===== src/hw/rtl/cstr_pkg.sv =====
`timescale 1ns / 1ps
// Shared types and constants for the comment stripper.
// Used by the channel interfaces, the front end, the queue and the back end.

package cstr_pkg;

    localparam int BYTE_W  = 8;
    localparam int CNT_W   = 2;
    localparam int Q_DEPTH = 4;
    localparam int Q_PTR_W = $clog2(Q_DEPTH);

    localparam logic [BYTE_W-1:0] CH_SLASH  = 8'h2F;
    localparam logic [BYTE_W-1:0] CH_STAR   = 8'h2A;
    localparam logic [BYTE_W-1:0] CH_NL     = 8'h0A;
    localparam logic [BYTE_W-1:0] CH_DQUOTE = 8'h22;
    localparam logic [BYTE_W-1:0] CH_SQUOTE = 8'h27;
    localparam logic [BYTE_W-1:0] CH_BSLASH = 8'h5C;

    // Number of bytes carried by one queue entry.
    localparam logic [CNT_W-1:0] NB_NONE = 2'd0;
    localparam logic [CNT_W-1:0] NB_ONE  = 2'd1;
    localparam logic [CNT_W-1:0] NB_TWO  = 2'd2;

    // What one accepted input item leaves for the back end.
    typedef struct packed {
        logic [BYTE_W-1:0] byte0;
        logic [BYTE_W-1:0] byte1;
        logic [CNT_W-1:0]  n_bytes;
        logic              fin;
    } q_entry_t;

endpackage


===== src/hw/rtl/cstr_in_if.sv =====
`timescale 1ns / 1ps
// Input channel of the comment stripper: one source text byte per item.
// Depends on cstr_pkg for the byte width.

interface cstr_in_if;
    import cstr_pkg::*;

    logic              valid;
    logic              ready;
    logic [BYTE_W-1:0] text_byte;
    logic              is_final;

    modport source (output valid, output text_byte, output is_final, input ready);
    modport sink   (input valid, input text_byte, input is_final, output ready);
endinterface


===== src/hw/rtl/cstr_out_if.sv =====
`timescale 1ns / 1ps
// Output channel of the comment stripper: one result byte or end marker per item.
// Depends on cstr_pkg for the byte width.

interface cstr_out_if;
    import cstr_pkg::*;

    logic              valid;
    logic              ready;
    logic [BYTE_W-1:0] out_byte;
    logic              byte_valid;
    logic              run_last;
    logic              text_end;

    modport source (output valid, output out_byte, output byte_valid,
                    output run_last, output text_end, input ready);
    modport sink   (input valid, input out_byte, input byte_valid,
                    input run_last, input text_end, output ready);
endinterface


===== src/hw/rtl/cstr_front.sv =====
`timescale 1ns / 1ps
// Front end: accepts source bytes, tracks the lexical mode and classifies
// each byte into the bytes it releases. Depends on cstr_pkg.

module cstr_front (
    input  logic               clk,
    input  logic               rst_n,
    input  logic               in_valid,
    output logic               in_ready,
    input  logic [7:0]         in_byte,
    input  logic               in_final,
    input  logic               q_full,
    output logic               q_push,
    output cstr_pkg::q_entry_t q_data
);
    import cstr_pkg::*;

    localparam logic [3:0] MODE_CODE       = 4'd0;
    localparam logic [3:0] MODE_SLASH      = 4'd1;
    localparam logic [3:0] MODE_LINE       = 4'd2;
    localparam logic [3:0] MODE_BLOCK      = 4'd3;
    localparam logic [3:0] MODE_BLOCK_STAR = 4'd4;
    localparam logic [3:0] MODE_STR        = 4'd5;
    localparam logic [3:0] MODE_STR_ESC    = 4'd6;
    localparam logic [3:0] MODE_CHR        = 4'd7;
    localparam logic [3:0] MODE_CHR_ESC    = 4'd8;

    logic [3:0] mode_reg;
    logic [3:0] mode_next;
    q_entry_t   ent;
    logic       accept;

    function automatic q_entry_t add_byte(input q_entry_t e, input logic [BYTE_W-1:0] b);
        q_entry_t r;
        r = e;
        if (e.n_bytes == NB_NONE)
        begin
            r.byte0 = b;
        end
        else
        begin
            r.byte1 = b;
        end
        r.n_bytes = e.n_bytes + NB_ONE;
        return r;
    endfunction

    always_comb
    begin
        mode_next   = mode_reg;
        ent         = '0;
        ent.fin     = in_final;
        unique case (mode_reg)
            MODE_SLASH:
            begin
                if (in_byte == CH_SLASH)
                begin
                    mode_next = MODE_LINE;
                end
                else if (in_byte == CH_STAR)
                begin
                    mode_next = MODE_BLOCK;
                end
                else
                begin
                    // The held slash was plain code; release it, then treat
                    // this byte as code.
                    ent = add_byte(ent, CH_SLASH);
                    if (in_byte == CH_DQUOTE)
                    begin
                        ent       = add_byte(ent, in_byte);
                        mode_next = MODE_STR;
                    end
                    else if (in_byte == CH_SQUOTE)
                    begin
                        ent       = add_byte(ent, in_byte);
                        mode_next = MODE_CHR;
                    end
                    else
                    begin
                        ent       = add_byte(ent, in_byte);
                        mode_next = MODE_CODE;
                    end
                end
            end
            MODE_LINE:
            begin
                if (in_byte == CH_NL)
                begin
                    ent       = add_byte(ent, in_byte);
                    mode_next = MODE_CODE;
                end
            end
            MODE_BLOCK, MODE_BLOCK_STAR:
            begin
                if (mode_reg == MODE_BLOCK_STAR && in_byte == CH_SLASH)
                begin
                    mode_next = MODE_CODE;
                end
                else if (in_byte == CH_STAR)
                begin
                    mode_next = MODE_BLOCK_STAR;
                end
                else
                begin
                    if (in_byte == CH_NL)
                    begin
                        ent = add_byte(ent, in_byte);
                    end
                    mode_next = MODE_BLOCK;
                end
            end
            MODE_STR:
            begin
                ent = add_byte(ent, in_byte);
                if (in_byte == CH_BSLASH)
                begin
                    mode_next = MODE_STR_ESC;
                end
                else if (in_byte == CH_DQUOTE)
                begin
                    mode_next = MODE_CODE;
                end
            end
            MODE_STR_ESC:
            begin
                ent       = add_byte(ent, in_byte);
                mode_next = MODE_STR;
            end
            MODE_CHR:
            begin
                ent = add_byte(ent, in_byte);
                if (in_byte == CH_BSLASH)
                begin
                    mode_next = MODE_CHR_ESC;
                end
                else if (in_byte == CH_SQUOTE)
                begin
                    mode_next = MODE_CODE;
                end
            end
            MODE_CHR_ESC:
            begin
                ent       = add_byte(ent, in_byte);
                mode_next = MODE_CHR;
            end
            default:
            begin
                if (in_byte == CH_SLASH)
                begin
                    mode_next = MODE_SLASH;
                end
                else if (in_byte == CH_DQUOTE)
                begin
                    ent       = add_byte(ent, in_byte);
                    mode_next = MODE_STR;
                end
                else if (in_byte == CH_SQUOTE)
                begin
                    ent       = add_byte(ent, in_byte);
                    mode_next = MODE_CHR;
                end
                else
                begin
                    ent       = add_byte(ent, in_byte);
                    mode_next = MODE_CODE;
                end
            end
        endcase

        // At the end of the text a slash still held is released and the
        // lexer goes back to plain code.
        if (in_final)
        begin
            if (mode_next == MODE_SLASH)
            begin
                ent = add_byte(ent, CH_SLASH);
            end
            mode_next = MODE_CODE;
        end
    end

    assign in_ready = !q_full;
    assign accept   = in_valid && in_ready;
    assign q_data   = ent;
    // Items that release nothing and do not end the text leave no entry.
    assign q_push   = accept && (in_final || ent.n_bytes != NB_NONE);

    always_ff @(posedge clk or negedge rst_n)
    begin
        if (!rst_n)
        begin
            mode_reg <= MODE_CODE;
        end
        else if (accept)
        begin
            mode_reg <= mode_next;
        end
    end

endmodule


===== src/hw/rtl/cstr_fifo.sv =====
`timescale 1ns / 1ps
// Short queue between the front end and the back end of the comment stripper.
// Depends on cstr_pkg for the entry type and depth.

module cstr_fifo (
    input  logic               clk,
    input  logic               rst_n,
    input  logic               push,
    input  cstr_pkg::q_entry_t push_data,
    output logic               full,
    input  logic               pop,
    output logic               not_empty,
    output cstr_pkg::q_entry_t head
);
    import cstr_pkg::*;

    q_entry_t           mem [Q_DEPTH];
    logic [Q_PTR_W-1:0] wr_ptr_reg;
    logic [Q_PTR_W-1:0] rd_ptr_reg;
    logic [Q_PTR_W:0]   count_reg;
    logic [Q_PTR_W:0]   count_next;
    logic               do_pop;

    assign full      = (count_reg == (Q_PTR_W + 1)'(Q_DEPTH));
    assign not_empty = (count_reg != '0);
    assign do_pop    = pop && not_empty;
    assign head      = mem[rd_ptr_reg];

    always_comb
    begin
        count_next = count_reg;
        if (push && !do_pop)
        begin
            count_next = count_reg + 1'b1;
        end
        else if (do_pop && !push)
        begin
            count_next = count_reg - 1'b1;
        end
    end

    always_ff @(posedge clk)
    begin
        if (push)
        begin
            mem[wr_ptr_reg] <= push_data;
        end
    end

    always_ff @(posedge clk or negedge rst_n)
    begin
        if (!rst_n)
        begin
            wr_ptr_reg <= '0;
            rd_ptr_reg <= '0;
            count_reg  <= '0;
        end
        else
        begin
            if (push)
            begin
                wr_ptr_reg <= wr_ptr_reg + 1'b1;
            end
            if (do_pop)
            begin
                rd_ptr_reg <= rd_ptr_reg + 1'b1;
            end
            count_reg <= count_next;
        end
    end

endmodule


===== src/hw/rtl/cstr_back.sv =====
`timescale 1ns / 1ps
// Back end: turns queue entries into result items, one or two per entry.
// Depends on cstr_pkg for the entry type.

module cstr_back (
    input  logic               clk,
    input  logic               rst_n,
    input  logic               q_not_empty,
    input  cstr_pkg::q_entry_t q_head,
    output logic               q_pop,
    output logic               out_valid,
    input  logic               out_ready,
    output logic [7:0]         out_byte,
    output logic               byte_valid,
    output logic               run_last,
    output logic               text_end
);
    import cstr_pkg::*;

    // Set while the second byte of a two-byte entry is on show.
    logic phase_reg;
    logic phase_next;
    logic two;
    logic take;

    assign two       = (q_head.n_bytes == NB_TWO);
    assign out_valid = q_not_empty;
    assign take      = out_valid && out_ready;
    assign q_pop     = take && (phase_reg || !two);

    always_comb
    begin
        if (phase_reg)
        begin
            out_byte   = q_head.byte1;
            byte_valid = 1'b1;
            run_last   = 1'b1;
            text_end   = q_head.fin;
        end
        else
        begin
            byte_valid = (q_head.n_bytes != NB_NONE);
            out_byte   = byte_valid ? q_head.byte0 : '0;
            run_last   = !two;
            text_end   = q_head.fin && !two;
        end
    end

    always_comb
    begin
        phase_next = phase_reg;
        if (take)
        begin
            phase_next = !phase_reg && two;
        end
    end

    always_ff @(posedge clk or negedge rst_n)
    begin
        if (!rst_n)
        begin
            phase_reg <= 1'b0;
        end
        else
        begin
            phase_reg <= phase_next;
        end
    end

endmodule


===== src/hw/rtl/c_comment_stripper.sv =====
`timescale 1ns / 1ps
// C/C++ comment stripper. The first result of an item is offered from its
// registered queue entry, after any entries queued ahead of it.
// Throughput: one input item per cycle while the queue is not full; an item
// releasing two bytes yields two results; the four-entry queue absorbs bursts.
// Reset: lexer returns to plain code mode, queue empties, no result is offered.

module c_comment_stripper (
    input  logic        clk,
    input  logic        rst_n,
    cstr_in_if.sink     in_ch,
    cstr_out_if.source  out_ch
);
    import cstr_pkg::*;

    q_entry_t push_data;
    q_entry_t head;
    logic     push;
    logic     full;
    logic     pop;
    logic     not_empty;

    cstr_front u_front (
        .clk      (clk),
        .rst_n    (rst_n),
        .in_valid (in_ch.valid),
        .in_ready (in_ch.ready),
        .in_byte  (in_ch.text_byte),
        .in_final (in_ch.is_final),
        .q_full   (full),
        .q_push   (push),
        .q_data   (push_data)
    );

    cstr_fifo u_fifo (
        .clk       (clk),
        .rst_n     (rst_n),
        .push      (push),
        .push_data (push_data),
        .full      (full),
        .pop       (pop),
        .not_empty (not_empty),
        .head      (head)
    );

    cstr_back u_back (
        .clk         (clk),
        .rst_n       (rst_n),
        .q_not_empty (not_empty),
        .q_head      (head),
        .q_pop       (pop),
        .out_valid   (out_ch.valid),
        .out_ready   (out_ch.ready),
        .out_byte    (out_ch.out_byte),
        .byte_valid  (out_ch.byte_valid),
        .run_last    (out_ch.run_last),
        .text_end    (out_ch.text_end)
    );

endmodule


===== src/flat_wrapper.sv =====
// flat-port wrapper written by rule: the top's interface ports become plain ports
module c_comment_stripper_flat import cstr_pkg::*;
  (clk, rst_n, in_ch_valid, in_ch_text_byte, in_ch_is_final, in_ch_ready, out_ch_valid, out_ch_out_byte, out_ch_byte_valid, out_ch_run_last, out_ch_text_end, out_ch_ready);
  cstr_in_if in_ch_i ();
  cstr_out_if out_ch_i ();
  input  logic clk;
  input  logic rst_n;
  input wire logic [$bits(in_ch_i.valid)-1:0] in_ch_valid;
  input wire logic [$bits(in_ch_i.text_byte)-1:0] in_ch_text_byte;
  input wire logic [$bits(in_ch_i.is_final)-1:0] in_ch_is_final;
  output wire logic [$bits(in_ch_i.ready)-1:0] in_ch_ready;
  output wire logic [$bits(out_ch_i.valid)-1:0] out_ch_valid;
  output wire logic [$bits(out_ch_i.out_byte)-1:0] out_ch_out_byte;
  output wire logic [$bits(out_ch_i.byte_valid)-1:0] out_ch_byte_valid;
  output wire logic [$bits(out_ch_i.run_last)-1:0] out_ch_run_last;
  output wire logic [$bits(out_ch_i.text_end)-1:0] out_ch_text_end;
  input wire logic [$bits(out_ch_i.ready)-1:0] out_ch_ready;
  assign in_ch_i.valid = in_ch_valid;
  assign in_ch_i.text_byte = in_ch_text_byte;
  assign in_ch_i.is_final = in_ch_is_final;
  assign in_ch_ready = in_ch_i.ready;
  assign out_ch_valid = out_ch_i.valid;
  assign out_ch_out_byte = out_ch_i.out_byte;
  assign out_ch_byte_valid = out_ch_i.byte_valid;
  assign out_ch_run_last = out_ch_i.run_last;
  assign out_ch_text_end = out_ch_i.text_end;
  assign out_ch_i.ready = out_ch_ready;
  c_comment_stripper u_core (.clk(clk), .rst_n(rst_n), .in_ch(in_ch_i), .out_ch(out_ch_i));
endmodule

===== config.mk =====
export PLATFORM = sky130hd
export DESIGN_NAME = c_comment_stripper_flat
export DESIGN_NICKNAME = d
export VERILOG_FILES = /design/src/hw/rtl/cstr_pkg.sv /design/src/hw/rtl/cstr_in_if.sv /design/src/hw/rtl/cstr_out_if.sv /design/src/hw/rtl/cstr_front.sv /design/src/hw/rtl/cstr_fifo.sv /design/src/hw/rtl/cstr_back.sv /design/src/hw/rtl/c_comment_stripper.sv /design/src/flat_wrapper.sv
export SDC_FILE = /design/constraint.sdc
export NUM_CORES = 1
export LEC_CHECK = 0
export BUFFER_PORTS_ARGS = -buffer_cell sky130_fd_sc_hd__buf_2
export CORE_ASPECT_RATIO = 1.4
export CORE_MARGIN = 5
export CORE_UTILIZATION = 60
export CTS_CLUSTER_DIAMETER = 50
export DETAILED_ROUTE_END_ITERATION = 7
export PLACE_DENSITY = 0.79
export SLEW_MARGIN = 20
export SYNTH_ARGS = -nofsm -noshare
export SYNTH_HDL_FRONTEND = slang
export SYNTH_SLANG_ARGS = --single-unit

===== constraint.sdc =====
create_clock -name clk -period 3.29 [get_ports clk]
set_clock_uncertainty 0.15 [all_clocks]
set_input_delay 0.4935 -clock clk [delete_from_list [all_inputs] [get_ports clk]]
set_output_delay 0.4935 -clock clk [all_outputs]
set_load 0.01 [all_outputs]

==> out/results.ini <==
[cells_and_area]
nets=365
areaGrowthSynthToFinish_pct=12.14
n_antenna_cell=0
largest_register_ffs=76
final_common_cell=edfxtp_1
fin_cells=445
fin_area_um2=4832
drive_above_1_share=0.2771
layout_common_cells=edfxtp_1, nand2_1, buf_2
final_core_util=0.6921

[worst_setup_path]
critPathCaptureType=register
r2r_start=u_core.u_fifo.rd_ptr_reg[0]$_DFFE_PN0P_
cp_max_fo=10
rr_worst_depth=9
cpPeakStageDelay_ps=630
cp_data_required_time_ps=3390
crit_path_top_delay_cell=mux4_2
path_class=reg2reg
crit_path_start_kind=register
path_cells=buf_4 > mux4_2 > nor3b_1 > nor2_1 > inv_1 > ha_1 > inv_1 > fa_1 > mux2_2
r2r-end=u_core.u_fifo.count_reg[1]$_DFFE_PN0P_
rrSetupSlack_ps=250
arrival_ps=3140
crit_top_cell=inv_1

[logic_synthesis]
syn_area_um2=4309
synth_edf_count=76
syn_nets=324
synth_flop_cell=edfxtp_1
synth-async-reset-ratio=0.1364
yosysUniqueCellTypes=61
avgSynthCellArea_um2=14.17
synth-seq-cells=88
synthCells=304
synth-seq-area-share=0.5993
synth_warnings=0

[route]
viasPerCell=6.036
drc=0
drtIter0Drc=167
first_pass_iters=5
num_vias=2686
ant_nets=0
routed_wl_mm=8.607
wl_per_cell_um=19.34

[min_path]
whs_path_depth=1
holdPathEnd=u_core.u_fifo.mem[0][0]$_DFFE_PP_
worstHoldStart=in_ch_is_final
hp-class=in2reg

[floorplan]
die_h_um=110.3
io_pins=26
dieArea_um2=9001
initial_utilization=0.6172
core_area_um2=6982
placementRows=36
dieWidth_um=81.63

[clock_tree]
clk_latency_ps=360
numCtsBuffers=9
cts_tree=done
clock-sinks=88
cts_htree_levels=3
clock-root-buffer=clkbuf_8
clockBufferDepth=2
post_cts_buffers=0
clkTransAtPathRegs_ps=90

[power]
p_leak_nw=1.753
vdd_drop_max_mv=0.3743
powerDensity_nw_per_um2=745.6

[global_route]
grt_pass1_wl_mm=14.06
grt_max_degree=20
antenna_found_initial=0
grt_pass1_vias=2770
grt_use_total=0.2171
grt.overflow.total=0

[sta]
post-route-min-period_ps=3041
rsz0062_at_grt=false
fin_tns_setup_ps=0
tightest_slew_ps=637.4
slew_violations=0
period_share=0.9243
slew_headroom=0.5722
hold_viol=0
setup_viol=0
timing.fmax_ghz=0.3288

[placement]
dp_hpwl_mm=6.289
placed_area_um2=4627
place_inst=428
place_congestion=0.9090
port_buffers=25

[run]
maxCapViolCount=0

[run_status]
status=finished clean

==> timing repair <==
item / in CTS / in global routing
endpoints found under the hold margin: 12 / 0
gates resized for setup: 0 / 0
hold buffers: 1 / 0
==> Yosys cell counts (all sizes together), types with 2 or more instances <==
library cell   n  share of area
and3b          3         0.0061
nor2          16          0.016
o21ai         26          0.033
nor4b          2         0.0041
xnor2          5          0.010
dfrtp         12          0.070
or4            2         0.0035
or3            2         0.0029
nand3          4         0.0046
a311oi         2         0.0055
clkbuf         4         0.0035
o41ai          2         0.0058
nor2b          7          0.010
nor4bb         3         0.0070
or2            3         0.0044
nand2         33          0.029
and2           8          0.012
edfxtp        76           0.53
nand4          3         0.0073
inv           10         0.0087
nor3           4         0.0046
mux4          19          0.099
nor3b          2         0.0035
ha             6          0.017
xor2           4         0.0081
buf           12          0.014
a22o           3         0.0061
a21oi         10          0.014
nand4bb        2         0.0090
o311ai         3         0.0078
mux2           2         0.0061
==> through the flow <==
| stage | total power [mW] | setup slack (ps) | hold WS [ps] |
|---|---|---|---|
| after floorplan | 2.481 | 334.3 | 47.91 |
| after detailed placement | 2.932 | 123.2 | 243.6 |
| after CTS | 3.642 | 231.3 | 267.8 |
| after global placement | 2.886 | 231.0 | 236.1 |
| final | 3.603 | 248.9 | 283.5 |
| after global routing | 3.824 | 28.37 | 268.3 |
==> cells by family after synthesis <==
logic type / synth area share
flip-flops: 0.5993
XOR/XNOR: 0.01829
multiplexers: 0.1054
AND/OR/NAND/NOR: 0.1315
buffers and inverters: 0.02642
AO/OA/AOI/OAI: 0.09699
adder cells (fa/ha/maj): 0.02207
==> power by group <==
group	total [mW]	leakage, nW	internal, mW	switching [mW]
clock	0.715	0.0933	0.350	0.365
combinational	1.30	0.810	0.593	0.705
sequential	1.59	0.850	1.50	0.0936
total	3.60	1.75	2.44	1.16
==> worst max-delay path: cells and delay by family (launching register included) <==
family	cells	cell delay, ps
muxes	2	900
adders and majority gates	2	630
buffers and inverters	3	380
DFF	1	430
and+or+nand+nor	2	450
==> metal layers <==
metal	track usage	share of wire	routed length [um]	up-vias
met1	0.2442	0.38	3258	1331
li1	-	-	-	1249
met5	0	0	0	-
met3	0.04228	0.041	350	21
met4	0.09620	0.031	263	0
met2	0.3939	0.55	4735	85
==> layout make-up <==
cell class	count	area [um2]
fillers	488	2150
flip-flops and latches	88	2582
clock inverters	7	71.32
inverters	10	37.54
clock buffers	9	123.9
repair buffers	46	285.3
well taps	95	118.9
multi-input cells	190	1613
==> how the worst max path moves through the flow <==
| stage | startpoint | to | slack [ps] | cells after the start |
|---|---|---|---|---|
| 3_5_place_dp | in_ch_text_byte[0] | u_core.u_fifo.count_reg[2]$_DFFE_PN0P_ | 120 | 12 |
| 5_1_grt | u_core.u_fifo.rd_ptr_reg[0]$_DFFE_PN0P_ | u_core.u_fifo.count_reg[1]$_DFFE_PN0P_ | 30 | 9 |
| 2_1_floorplan | in_ch_text_byte[0] | u_core.u_fifo.count_reg[2]$_DFFE_PN0P_ | 330 | 12 |
| 3_3_place_gp | in_ch_text_byte[0] | u_core.u_fifo.count_reg[2]$_DFFE_PN0P_ | 230 | 12 |
| 4_1_cts | u_core.u_fifo.rd_ptr_reg[0]$_DFFE_PN0P_ | u_core.u_fifo.count_reg[1]$_DFFE_PN0P_ | 230 | 9 |
| 6_report | u_core.u_fifo.rd_ptr_reg[0]$_DFFE_PN0P_ | u_core.u_fifo.count_reg[1]$_DFFE_PN0P_ | 250 | 9 |
Note: power is estimated with default switching activity, not from simulation.
